**config.mk**
```make
export PLATFORM = sky130hd
export DESIGN_NAME = cordic_hypotenuse
export DESIGN_NICKNAME = d
export VERILOG_FILES = /design/src/rtl/core/chyp_pkg.sv /design/src/rtl/core/chyp_rot_stage.sv /design/src/rtl/core/cordic_hypotenuse.sv
export SDC_FILE = /design/constraint.sdc
export NUM_CORES = 2
export LEC_CHECK = 0
export BUFFER_PORTS_ARGS = -buffer_cell sky130_fd_sc_hd__buf_2
export CAP_MARGIN = 20
export CORE_MARGIN = 1
export CORE_UTILIZATION = 55
export CTS_CLUSTER_SIZE = 12
export DETAILED_ROUTE_END_ITERATION = 7
export PLACE_DENSITY = 0.77
export REMOVE_ABC_BUFFERS = 1
export SYNTH_ARGS = -nofsm -noshare
export SYNTH_HDL_FRONTEND = slang
export SYNTH_SLANG_ARGS = --single-unit
```
**constraint.sdc**
```tcl
create_clock -name clock -period 10.35 [get_ports clock]
set_input_delay 1.5525 -clock clock [delete_from_list [all_inputs] [get_ports clock]]
set_output_delay 1.5525 -clock clock [all_outputs]
set_load 0.03 [all_outputs]
```
**src/rtl/core/chyp_pkg.sv**
```systemverilog
// Shared constants and the CORDIC gain function for the hypotenuse pipeline.
// No dependencies.
`default_nettype none

package chyp_pkg;

   localparam int GAIN_FRAC = 24;

   // floor(2^24 * prod_{i=0..last_shift+1} 1/sqrt(1+4^-i)), evaluated at elaboration
   function automatic logic [GAIN_FRAC-1:0] gain_q24(input int last_shift);
      logic [63:0]          p;
      logic [GAIN_FRAC-1:0] g;
      logic [GAIN_FRAC-1:0] t;
      logic [111:0]         prod;
      int                   i;
      int                   b;
      p = 64'd1 << 60;
      g = '0;
      for (i = 0; i <= last_shift + 1; i++) begin
         if (2 * i < 64) begin
            p = p + (p >> (2 * i));
         end
      end
      for (b = GAIN_FRAC - 1; b >= 0; b--) begin
         t    = g | (GAIN_FRAC'(1) << b);
         prod = 112'(t) * 112'(t) * 112'(p);
         if (prod <= (112'd1 << 108)) begin
            g = t;
         end
      end
      return g;
   endfunction

endpackage

`default_nettype wire

```
**src/rtl/core/chyp_rot_stage.sv**
```systemverilog
// One registered vectoring CORDIC micro-rotation with a valid/ready handshake.
// No package dependencies.
`default_nettype none

module chyp_rot_stage #(
   parameter int XW    = 21,
   parameter int SHIFT = 0
) (
   input  wire logic                 clock,
   input  wire logic                 reset,
   input  wire logic                 in_valid,
   output logic                      in_ready,
   input  wire logic signed [XW-1:0] in_x,
   input  wire logic signed [XW-1:0] in_y,
   output logic                      out_valid,
   input  wire logic                 out_ready,
   output logic signed [XW-1:0]      out_x,
   output logic signed [XW-1:0]      out_y
);

   logic                 valid_ff;
   logic signed [XW-1:0] x_ff;
   logic signed [XW-1:0] y_ff;
   logic signed [XW-1:0] x_in;
   logic signed [XW-1:0] y_in;
   logic signed [XW-1:0] xs;
   logic signed [XW-1:0] ys;

   assign in_ready  = !valid_ff || out_ready;
   assign out_valid = valid_ff;
   assign out_x     = x_ff;
   assign out_y     = y_ff;

   assign xs = in_x >>> SHIFT;
   assign ys = in_y >>> SHIFT;

   always_comb begin
      if (!in_y[XW-1]) begin
         x_in = in_x + ys;
         y_in = in_y - xs;
      end else begin
         x_in = in_x - ys;
         y_in = in_y + xs;
      end
   end

   always_ff @(posedge clock) begin
      if (reset) begin
         valid_ff <= 1'b0;
      end else if (in_ready) begin
         valid_ff <= in_valid;
      end
   end

   always_ff @(posedge clock) begin
      if (in_ready && in_valid) begin
         x_ff <= x_in;
         y_ff <= y_in;
      end
   end

endmodule

`default_nettype wire

```
**src/rtl/core/cordic_hypotenuse.sv**
```systemverilog
// Pipelined CORDIC hypotenuse: rounded sqrt(side_a^2 + side_b^2).
// Depends on chyp_pkg and chyp_rot_stage.
//
// The block accepts one item per clock while req_tready is high and returns
// one length per item, in order. One stage orders the legs, LAST_SHIFT+1
// stages each apply one micro-rotation, one stage forms two partial products
// with the gain constant and the output stage sums them and rounds. Every
// stage holds its item under back-pressure and empty stages close up, so the
// input keeps taking items while a result waits, until every stage is full.
`default_nettype none

module cordic_hypotenuse #(
   parameter int INPUT_BITS    = 12,
   parameter int LAST_SHIFT    = 12,
   parameter int FRACTION_BITS = 6
) (
   input  wire logic                                 clock,
   input  wire logic                                 reset,
   input  wire logic                                 req_tvalid,
   output logic                                      req_tready,
   // side_a [INPUT_BITS-1:0], side_b [2*INPUT_BITS-1:INPUT_BITS], zero fill
   input  wire logic [((2*INPUT_BITS+7)/8)*8-1:0]    req_tdata,
   output logic                                      rsp_tvalid,
   input  wire logic                                 rsp_tready,
   // length [INPUT_BITS:0], zero fill
   output logic [((INPUT_BITS+1+7)/8)*8-1:0]         rsp_tdata
);

   localparam int GF    = chyp_pkg::GAIN_FRAC;
   localparam int XW    = INPUT_BITS + FRACTION_BITS + 3;
   localparam int UX    = XW - 1;
   localparam int H     = (UX + 1) / 2;
   localparam int HW    = UX - H;
   localparam int PLW   = H + GF;
   localparam int PHW   = HW + GF;
   localparam int PW    = UX + GF;
   localparam int LW    = INPUT_BITS + 1;
   localparam int RSPW  = ((INPUT_BITS + 1 + 7) / 8) * 8;
   localparam int NST   = LAST_SHIFT + 1;
   localparam logic [GF-1:0] GAIN = chyp_pkg::gain_q24(LAST_SHIFT);
   localparam logic [UX:0]   RND  = (UX+1)'((1 << (FRACTION_BITS - 1)) + 1);

   logic [INPUT_BITS-1:0] side_a;
   logic [INPUT_BITS-1:0] side_b;
   logic                  rdy0;
   logic                  v0_ff;
   logic signed [XW-1:0]  x0_ff;
   logic signed [XW-1:0]  y0_ff;
   logic [INPUT_BITS-1:0] big;
   logic [INPUT_BITS-1:0] sml;

   logic                  vs [NST+1];
   logic                  rs [NST+1];
   logic signed [XW-1:0]  xs [NST+1];
   logic signed [XW-1:0]  ys [NST+1];

   logic                  rdym1;
   logic                  vm1_ff;
   logic [PLW-1:0]        plo_ff;
   logic [PHW-1:0]        phi_ff;
   logic [PLW-1:0]        plo_in;
   logic [PHW-1:0]        phi_in;
   logic [UX-1:0]         xu;

   logic                  rdyo;
   logic                  vo_ff;
   logic [LW-1:0]         len_ff;
   logic [PW-1:0]         prod;
   logic [UX:0]           sum;
   logic [LW-1:0]         len_in;

   assign side_a = req_tdata[INPUT_BITS-1:0];
   assign side_b = req_tdata[2*INPUT_BITS-1:INPUT_BITS];

   // order the legs: larger one becomes x
   assign big = (side_a < side_b) ? side_b : side_a;
   assign sml = (side_a < side_b) ? side_a : side_b;

   assign rdy0       = !v0_ff || rs[0];
   assign req_tready = rdy0;

   always_ff @(posedge clock) begin
      if (reset) begin
         v0_ff <= 1'b0;
      end else if (rdy0) begin
         v0_ff <= req_tvalid;
      end
   end

   always_ff @(posedge clock) begin
      if (rdy0 && req_tvalid) begin
         x0_ff <= XW'({big, FRACTION_BITS'(0)});
         y0_ff <= XW'({sml, FRACTION_BITS'(0)});
      end
   end

   assign vs[0] = v0_ff;
   assign xs[0] = x0_ff;
   assign ys[0] = y0_ff;

   for (genvar k = 0; k < NST; k++) begin : g_rot
      chyp_rot_stage #(
         .XW    (XW),
         .SHIFT (k)
      ) u_rot (
         .clock     (clock),
         .reset     (reset),
         .in_valid  (vs[k]),
         .in_ready  (rs[k]),
         .in_x      (xs[k]),
         .in_y      (ys[k]),
         .out_valid (vs[k+1]),
         .out_ready (rs[k+1]),
         .out_x     (xs[k+1]),
         .out_y     (ys[k+1])
      );
   end

   assign rs[NST] = rdym1;

   // split the gain multiply into two narrow partial products
   assign xu     = xs[NST][UX-1:0];
   assign plo_in = PLW'(xu[H-1:0]) * PLW'(GAIN);
   assign phi_in = PHW'(xu[UX-1:H]) * PHW'(GAIN);
   assign rdym1  = !vm1_ff || rdyo;

   always_ff @(posedge clock) begin
      if (reset) begin
         vm1_ff <= 1'b0;
      end else if (rdym1) begin
         vm1_ff <= vs[NST];
      end
   end

   always_ff @(posedge clock) begin
      if (rdym1 && vs[NST]) begin
         plo_ff <= plo_in;
         phi_ff <= phi_in;
      end
   end

   assign prod   = (PW'(phi_ff) << H) + PW'(plo_ff);
   assign sum    = (UX+1)'(prod[PW-1:GF]) + RND;
   assign len_in = sum[FRACTION_BITS +: LW];
   assign rdyo   = !vo_ff || rsp_tready;

   always_ff @(posedge clock) begin
      if (reset) begin
         vo_ff <= 1'b0;
      end else if (rdyo) begin
         vo_ff <= vm1_ff;
      end
   end

   always_ff @(posedge clock) begin
      if (rdyo && vm1_ff) begin
         len_ff <= len_in;
      end
   end

   assign rsp_tvalid = vo_ff;
   assign rsp_tdata  = RSPW'(len_ff);

   a_reset_empty : assert property (@(posedge clock)
      reset |=> !rsp_tvalid)
      else $error("output valid after reset");

   a_stall_only_when_full : assert property (@(posedge clock) disable iff (reset)
      !req_tready |-> v0_ff)
      else $error("input stalled with empty first stage");

   a_last_rot_hold : assert property (@(posedge clock) disable iff (reset)
      vs[NST] && !rdym1 |=> vs[NST])
      else $error("rotation item dropped under stall");

   a_x_nonneg : assert property (@(posedge clock) disable iff (reset)
      vs[NST] |-> !xs[NST][XW-1])
      else $error("rotated x went negative");

endmodule

`default_nettype wire
```
After elaboration in Yosys (flattened, before gate mapping) --
Cells that the tools add are included.
Word-level totals: output and inout port bits 18, register bits after elaboration 639, input bits 28, logic and storage cells 172
Operators by class: mux-type cells 25, multipliers 2, $add $sub $neg 50, order comparisons 1, reductions and logical operators 48
Operator list (count):
- 21-bit two-way mux | 21
- 43-bit by 34-bit adder with 43-bit output | 1
- 21-bit by 11-bit adder with 21-bit output | 2
- 21-bit by 12-bit adder with 21-bit output | 2
- 21-bit by 13-bit adder with 21-bit output | 2
- 21-bit by 14-bit adder with 21-bit output | 2
- 21-bit by 15-bit adder with 21-bit output | 2
- 21-bit by 16-bit adder with 21-bit output | 2
- 21-bit by 17-bit adder with 21-bit output | 2
- 21-bit by 18-bit adder with 21-bit output | 2
- 21-bit by 19-bit adder with 21-bit output | 2
- 21-bit by 11-bit subtractor with 21-bit output | 2
- 21-bit by 12-bit subtractor with 21-bit output | 2
- 21-bit by 13-bit subtractor with 21-bit output | 2
- 21-bit by 14-bit subtractor with 21-bit output | 2
- 21-bit by 15-bit subtractor with 21-bit output | 2
- 21-bit by 16-bit subtractor with 21-bit output | 2
- 21-bit by 17-bit subtractor with 21-bit output | 2
- 21-bit by 18-bit subtractor with 21-bit output | 2
- 21-bit by 19-bit subtractor with 21-bit output | 2
- 20-bit two-way mux | 2
- 10-bit by 24-bit multiplier with 34-bit output (second input constant) | 1
- 10-bit by 24-bit multiplier with 33-bit output (second input constant) | 1
- 12-bit two-way mux | 2
- other kinds (17) | 62

Longest topological paths before layout --
word-level depth 18, depth in mapped cells 21, depth with buffers taken out 21

By module --
Synthesis repeated with hierarchy kept, for this count alone.
Unflattened totals: cell total of the unflattened synthesis 6955, area, all modules 65566.6 µm²
By module, submodules not included:
- cordic_hypotenuse | area each 12953.7 µm², cells an instance 1217, seq. area each 2882.8 µm², times used 1
- chyp_rot_stage at g_rot[0].u_rot | area each 4658.2 µm², cells an instance 540, seq. area each 1251.2 µm², times used 1
- chyp_rot_stage at g_rot[1].u_rot | area each 4174.0 µm², cells an instance 464, seq. area each 1281.2 µm², times used 1
- chyp_rot_stage at g_rot[3].u_rot | area each 4151.5 µm², cells an instance 449, seq. area each 1281.2 µm², times used 1
- chyp_rot_stage at g_rot[2].u_rot | area each 4116.4 µm², cells an instance 460, seq. area each 1281.2 µm², times used 1
- chyp_rot_stage at g_rot[4].u_rot | area each 4107.7 µm², cells an instance 448, seq. area each 1281.2 µm², times used 1
- chyp_rot_stage at g_rot[5].u_rot | area each 4061.4 µm², cells an instance 458, seq. area each 1281.2 µm², times used 1
- chyp_rot_stage at g_rot[7].u_rot | area each 4050.1 µm², cells an instance 441, seq. area each 1281.2 µm², times used 1
- chyp_rot_stage at g_rot[8].u_rot | area each 3982.6 µm², cells an instance 425, seq. area each 1281.2 µm², times used 1
- chyp_rot_stage at g_rot[10].u_rot | area each 3966.3 µm², cells an instance 434, seq. area each 1281.2 µm², times used 1
- chyp_rot_stage at g_rot[6].u_rot | area each 3933.8 µm², cells an instance 421, seq. area each 1281.2 µm², times used 1
- chyp_rot_stage at g_rot[9].u_rot | area each 3910.0 µm², cells an instance 418, seq. area each 1281.2 µm², times used 1
- chyp_rot_stage at g_rot[11].u_rot | area each 3873.7 µm², cells an instance 403, seq. area each 1281.2 µm², times used 1
- chyp_rot_stage at g_rot[12].u_rot | area each 3627.2 µm², cells an instance 377, seq. area each 1281.2 µm², times used 1

Worst setup path after synthesis --
No wires, ideal clock.
path type input to register, start input port rsp_tready, end register g_rot[3].u_rot.x_ff[10], enable pin, data required time 9.848 ns, cell stages on the path 9, buffers on the path 1, setup slack 3.898 ns, arrival time 5.950 ns, setup time 0.502 ns, cell sequence nor2b_1 and2_1 and3_1 and3_1 and3_1 and2_1 and3_1 clkbuf_1 a21boi_0
On the way: longest elaborated chain between the ends 13
RTL lines:
- start: declaration | line cordic_hypotenuse.sv:24 | input wire logic rsp_tready,
- 1-bit logical OR | line cordic_hypotenuse.sv:145 | assign rdyo = !vo_ff || rsp_tready;
- 1-bit logical OR | line cordic_hypotenuse.sv:125 | assign rdym1 = !vm1_ff || rdyo;
- 1-bit logical OR (10 in a row) | line chyp_rot_stage.sv:29 | assign in_ready = !valid_ff || out_ready;
- 1-bit logical AND | line chyp_rot_stage.sv:56 | if (in_ready && in_valid) begin
- end signal: assignment | line chyp_rot_stage.sv:57 | x_ff <= x_in;
- end: declaration | line chyp_rot_stage.sv:22 | logic signed [XW-1:0] x_ff;
Every way passes these cells. A chain may end at the register's enable or synchronous reset.

Worst setup path in the final report --
start input port rsp_tready, end output port req_tready
On the way: longest elaborated chain between the ends 16
RTL lines:
- 1-bit logical OR | line cordic_hypotenuse.sv:145
- 1-bit logical OR | line cordic_hypotenuse.sv:125
- 1-bit logical OR (13 in a row) | line chyp_rot_stage.sv:29
- 1-bit logical OR | line cordic_hypotenuse.sv:79 | assign rdy0 = !v0_ff || rs[0];
- end: declaration | line cordic_hypotenuse.sv:20 | output logic req_tready,
Every way passes these cells.

==> results.cfg <==
[run_status]
run_status = completed

[floorplan]
fp.coreArea_sq_mm = 0.0950
initial_standard_cell_utilization_of_the_core = 0.555
design.portCount = 46
die_w_um = 312
floorplan.die_area_sq_mm = 0.0972
core.rowCount = 113
die_h_um = 312

[worst_setup_path]
critPathRequiredTime_ns = 8.80
cp.depth = 12
worst-setup-path-type = input port to primary output
top_cell_family_by_delay_on_the_critical_path = simple AND/OR/NAND/NOR gates
rr_startpoint = g_rot[12].u_rot.out_x[11]$_DFFE_PP_
number_of_buffer_and_inverter_stages_on_the_critical_path = 2
critical-path-top-cell-by-count = sky130_fd_sc_hd__and3_1
slowest_cell_delay_on_critical_path_ns = 0.58
cp_cell_sequence = buf_2, nor2b_1, and2_1, and3_1, and3_1, and3_1, and2_1, and3_1, nand3_1, nor2_1, nand3_1, buf_2
worst-path-max-fanout = 6
crit_path_end = req_tready
r2r_setup_slack_ns = 3.87
worst_path_max_delay_cell = sky130_fd_sc_hd__nor2_1
setup.worst_path.end_class = primary output
worstRegToRegCells = 21
crit_arrival_ns = 5.31
startpoint = rsp_tready
worst_setup_path_start_kind = input port
worstReg2RegEnd = phi_ff[32]$_DFFE_PP_

[routing]
number_of_drc_violations_after_detailed_routing = 0
drt-pass1-iter-count = 5
ant_nets = 0
avgRoutedWirePerCell_um = 18.1
drt-vias-per-instance = 5.82
first_iter_violations = 2581
drt-total-wl_um = 121000
routed-via-count = 39100

[finish]
layout-drive-gt1-share = 0.0535
finish.cell_count_without_fillers = 6726
flow.area_growth_from_synthesis_pct = 7.73
antenna_cells = 0
final_nets = 6305
fin_util = 0.598
layout.cells.most_common_list = sky130_fd_sc_hd__ha_1, sky130_fd_sc_hd__edfxtp_1, sky130_fd_sc_hd__nor2_1
mostFrequentLayoutCell = sky130_fd_sc_hd__ha_1

[yosys]
synth_fa_ha_area_frac = 0.232
synth.largest_area_cell = sky130_fd_sc_hd__edfxtp_1
synth_xor_xnor_area_share = 0.115
synth_area_sq_mm = 0.0528
synthArstFlopShare = 0
synthFlopType = sky130_fd_sc_hd__edfxtp_1
post_synth.cell_area_avg_sq_um = 9.89
synth.top_cell.area_share = 0.323
ys_top_cells_by_area = sky130_fd_sc_hd__edfxtp_1, sky130_fd_sc_hd__ha_1, sky130_fd_sc_hd__xnor2_1, sky130_fd_sc_hd__fa_1, sky130_fd_sc_hd__nor2_1
synth_compound_area_frac = 0.132
synth_cell_type_count = 85
syn_inst = 5337
postSynthRegisterBits = 584
synth_enable_flop_cells = 568
synthMuxAreaShare = 0.0133
ys_warnings = 0
yosysSeqAreaShare = 0.329
post_synth_and_or_nand_nor_area_fraction = 0.140
synth_top_family_by_area = adder cells

[global_routing]
grt_pass1_vias = 38300
global_route_wire_length_before_repair_um = 196000
grt_usage = 0.249
grt_start_max_net_pins = 58
overflow = 0
antenna_found_initial = 1

[place]
buffer_ports.inserted = 42
dp_hpwl_um = 97400
place.gp.congestion = 0.929
dp.cells = 6599

[flow_run]
cap_viol_max_count = 0

[cts]
cts_repair_resize_count = 0
clock_tree.root_cell = sky130_fd_sc_hd__clkbuf_16
cts_inserted_buffers = 69
cts.reportedPaths.clkPinSlew_ns = 0.06
clock_tree.htree_level_count = 3
clk-insertion-delay-late_ns = 0.63
cts-hold-fix-buffers = 0
cts.repair_timing.setup_buffer_count = 0
cts_buffer_depth = 3
cts_tree = yes
clock-sinks = 584

[hold_path]
hold_class = flop to flop

[timing]
setup_viol = 0
min_period_ns = 6.86
fin_worst_hold_slack_ns = 0.483
fin_tns_setup_ns = 0
timing.max_slew.rel_slack = 0.257
final_min_period_over_clock_period = 0.663
worstMarginPinSlew_ns = 1.12
largest_clock_skew_in_the_final_design_ns = 0.0298
highest_clock_rate_ghz = 0.146
rsz_0062_raised_after_global_routing = no
timing_max_transition_violations_final = 0
hold_viol_final = 0

[pwr]
ir_worst_vdd_v = 0.000123
power.density_mw_per_mm2 = 103
cellLeakagePower_uw = 0.0239
synth_stat cells, types with 26 or more instances:
| master | n |
|---|---|
| sky130_fd_sc_hd__nand2_1 | 215 |
| sky130_fd_sc_hd__o21bai_1 | 67 |
| sky130_fd_sc_hd__and3_1 | 87 |
| sky130_fd_sc_hd__a31oi_1 | 63 |
| sky130_fd_sc_hd__a21oi_1 | 369 |
| sky130_fd_sc_hd__nand2b_1 | 40 |
| sky130_fd_sc_hd__a21o_1 | 104 |
| sky130_fd_sc_hd__or2_2 | 26 |
| sky130_fd_sc_hd__nor4_1 | 54 |
| sky130_fd_sc_hd__nor2b_1 | 89 |
| sky130_fd_sc_hd__nand3_1 | 98 |
| sky130_fd_sc_hd__xnor2_1 | 475 |
| sky130_fd_sc_hd__o21ai_0 | 131 |
| sky130_fd_sc_hd__edfxtp_1 | 568 |
| sky130_fd_sc_hd__nor2_1 | 564 |
| sky130_fd_sc_hd__and2_1 | 38 |
| sky130_fd_sc_hd__or3_1 | 41 |
| sky130_fd_sc_hd__xor2_1 | 217 |
| sky130_fd_sc_hd__ha_1 | 683 |
| sky130_fd_sc_hd__inv_1 | 470 |
| sky130_fd_sc_hd__clkbuf_1 | 46 |
| sky130_fd_sc_hd__o21a_1 | 61 |
| sky130_fd_sc_hd__fa_1 | 183 |
| sky130_fd_sc_hd__mux2_2 | 50 |
| sky130_fd_sc_hd__nor3_1 | 219 |
tightest hold or removal path, cell delays in order, from the launching register on:
cell	delay [ns]
sky130_fd_sc_hd__dfxtp_1	0.33
sky130_fd_sc_hd__a21oi_1	0.04
sky130_fd_sc_hd__nor2_1	0.07
flip-flops by register name, summed over array words and instances, names as in the netlist:
register,cells
v0_ff,1
rsp_tvalid,1
plo_ff,24
g_rot.u_rot.out_valid,13
vm1_ff,1
g_rot.u_rot.out_x,252
y0_ff,12
g_rot.u_rot.out_y,222
x0_ff,12
len_ff,13
phi_ff,33
logic make-up (layout without fill, tap and decap cells):
kind of cell | count (synthesis) | after routing
flops | 584 | 584
mux | 64 | 64
xor+xnor | 692 | 692
fa+ha+maj | 867 | 867
buf+inv | 532 | 654
simple gates | 1541 | 1541
other cells | 1 | 3
compound gates | 1056 | 1056
final cells by class:
class                           instances  area, sq um
Clock inverter                         36          364
Fill cell                            7904        38200
Clock buffer                           85         1830
Timing Repair Buffer                   63          430
Inverter                              470         1760
Sequential cell                       584        17400
Tap cell                             1265         1580
Multi-Input combinational cell       4223        33500
worst min-delay path by stage:
| stage | start | endpoint | depth (start not counted) |
|---|---|---|---|
| 6_report | g_rot[11].u_rot.out_valid$_SDFFE_PP0P_ | g_rot[12].u_rot.out_valid$_SDFFE_PP0P_ | 2 |
| 5_1_grt | g_rot[4].u_rot.out_valid$_SDFFE_PP0P_ | g_rot[5].u_rot.out_valid$_SDFFE_PP0P_ | 2 |
| 4_1_cts | g_rot[11].u_rot.out_valid$_SDFFE_PP0P_ | g_rot[12].u_rot.out_valid$_SDFFE_PP0P_ | 2 |
| 3_5_place_dp | g_rot[11].u_rot.out_valid$_SDFFE_PP0P_ | g_rot[12].u_rot.out_valid$_SDFFE_PP0P_ | 2 |
| 3_3_place_gp | g_rot[11].u_rot.out_valid$_SDFFE_PP0P_ | g_rot[12].u_rot.out_valid$_SDFFE_PP0P_ | 2 |
| 2_1_floorplan | g_rot[11].u_rot.out_valid$_SDFFE_PP0P_ | g_rot[12].u_rot.out_valid$_SDFFE_PP0P_ | 2 |
power by group:
part           internal [uW]  total (uW)  switching, uW
Clock                   1410        2410           1000
Sequential              2660        2720           53.7
Combinational            310         697            387
Total                   4380        5830           1440
routing by layer:
| layer | up-vias | global-route usage | wire length (um) |
|---|---|---|---|
| met5 | - | 0 | 13 |
| met4 | 2 | 0.0862 | 4180 |
| met3 | 238 | 0.0244 | 5010 |
| met2 | 864 | 0.436 | 59300 |
| met1 | 18700 | 0.320 | 52900 |
| li1 | 19300 | - | - |
stage by stage:
| stage | setup WS (ns) | instance area, sq um | total power (uW) |
|---|---|---|---|
| after floorplan | 3.97 | 52500 | 3280 |
| after global placement | 3.57 | 54500 | 3430 |
| after detailed placement | 3.55 | 54500 | 3450 |
| after CTS | 3.50 | 56700 | 5870 |
| after global routing | 3.21 | 56800 | 6040 |
| final | 3.49 | 56800 | 5830 |
Note: power is estimated with default switching activity, not from simulation.
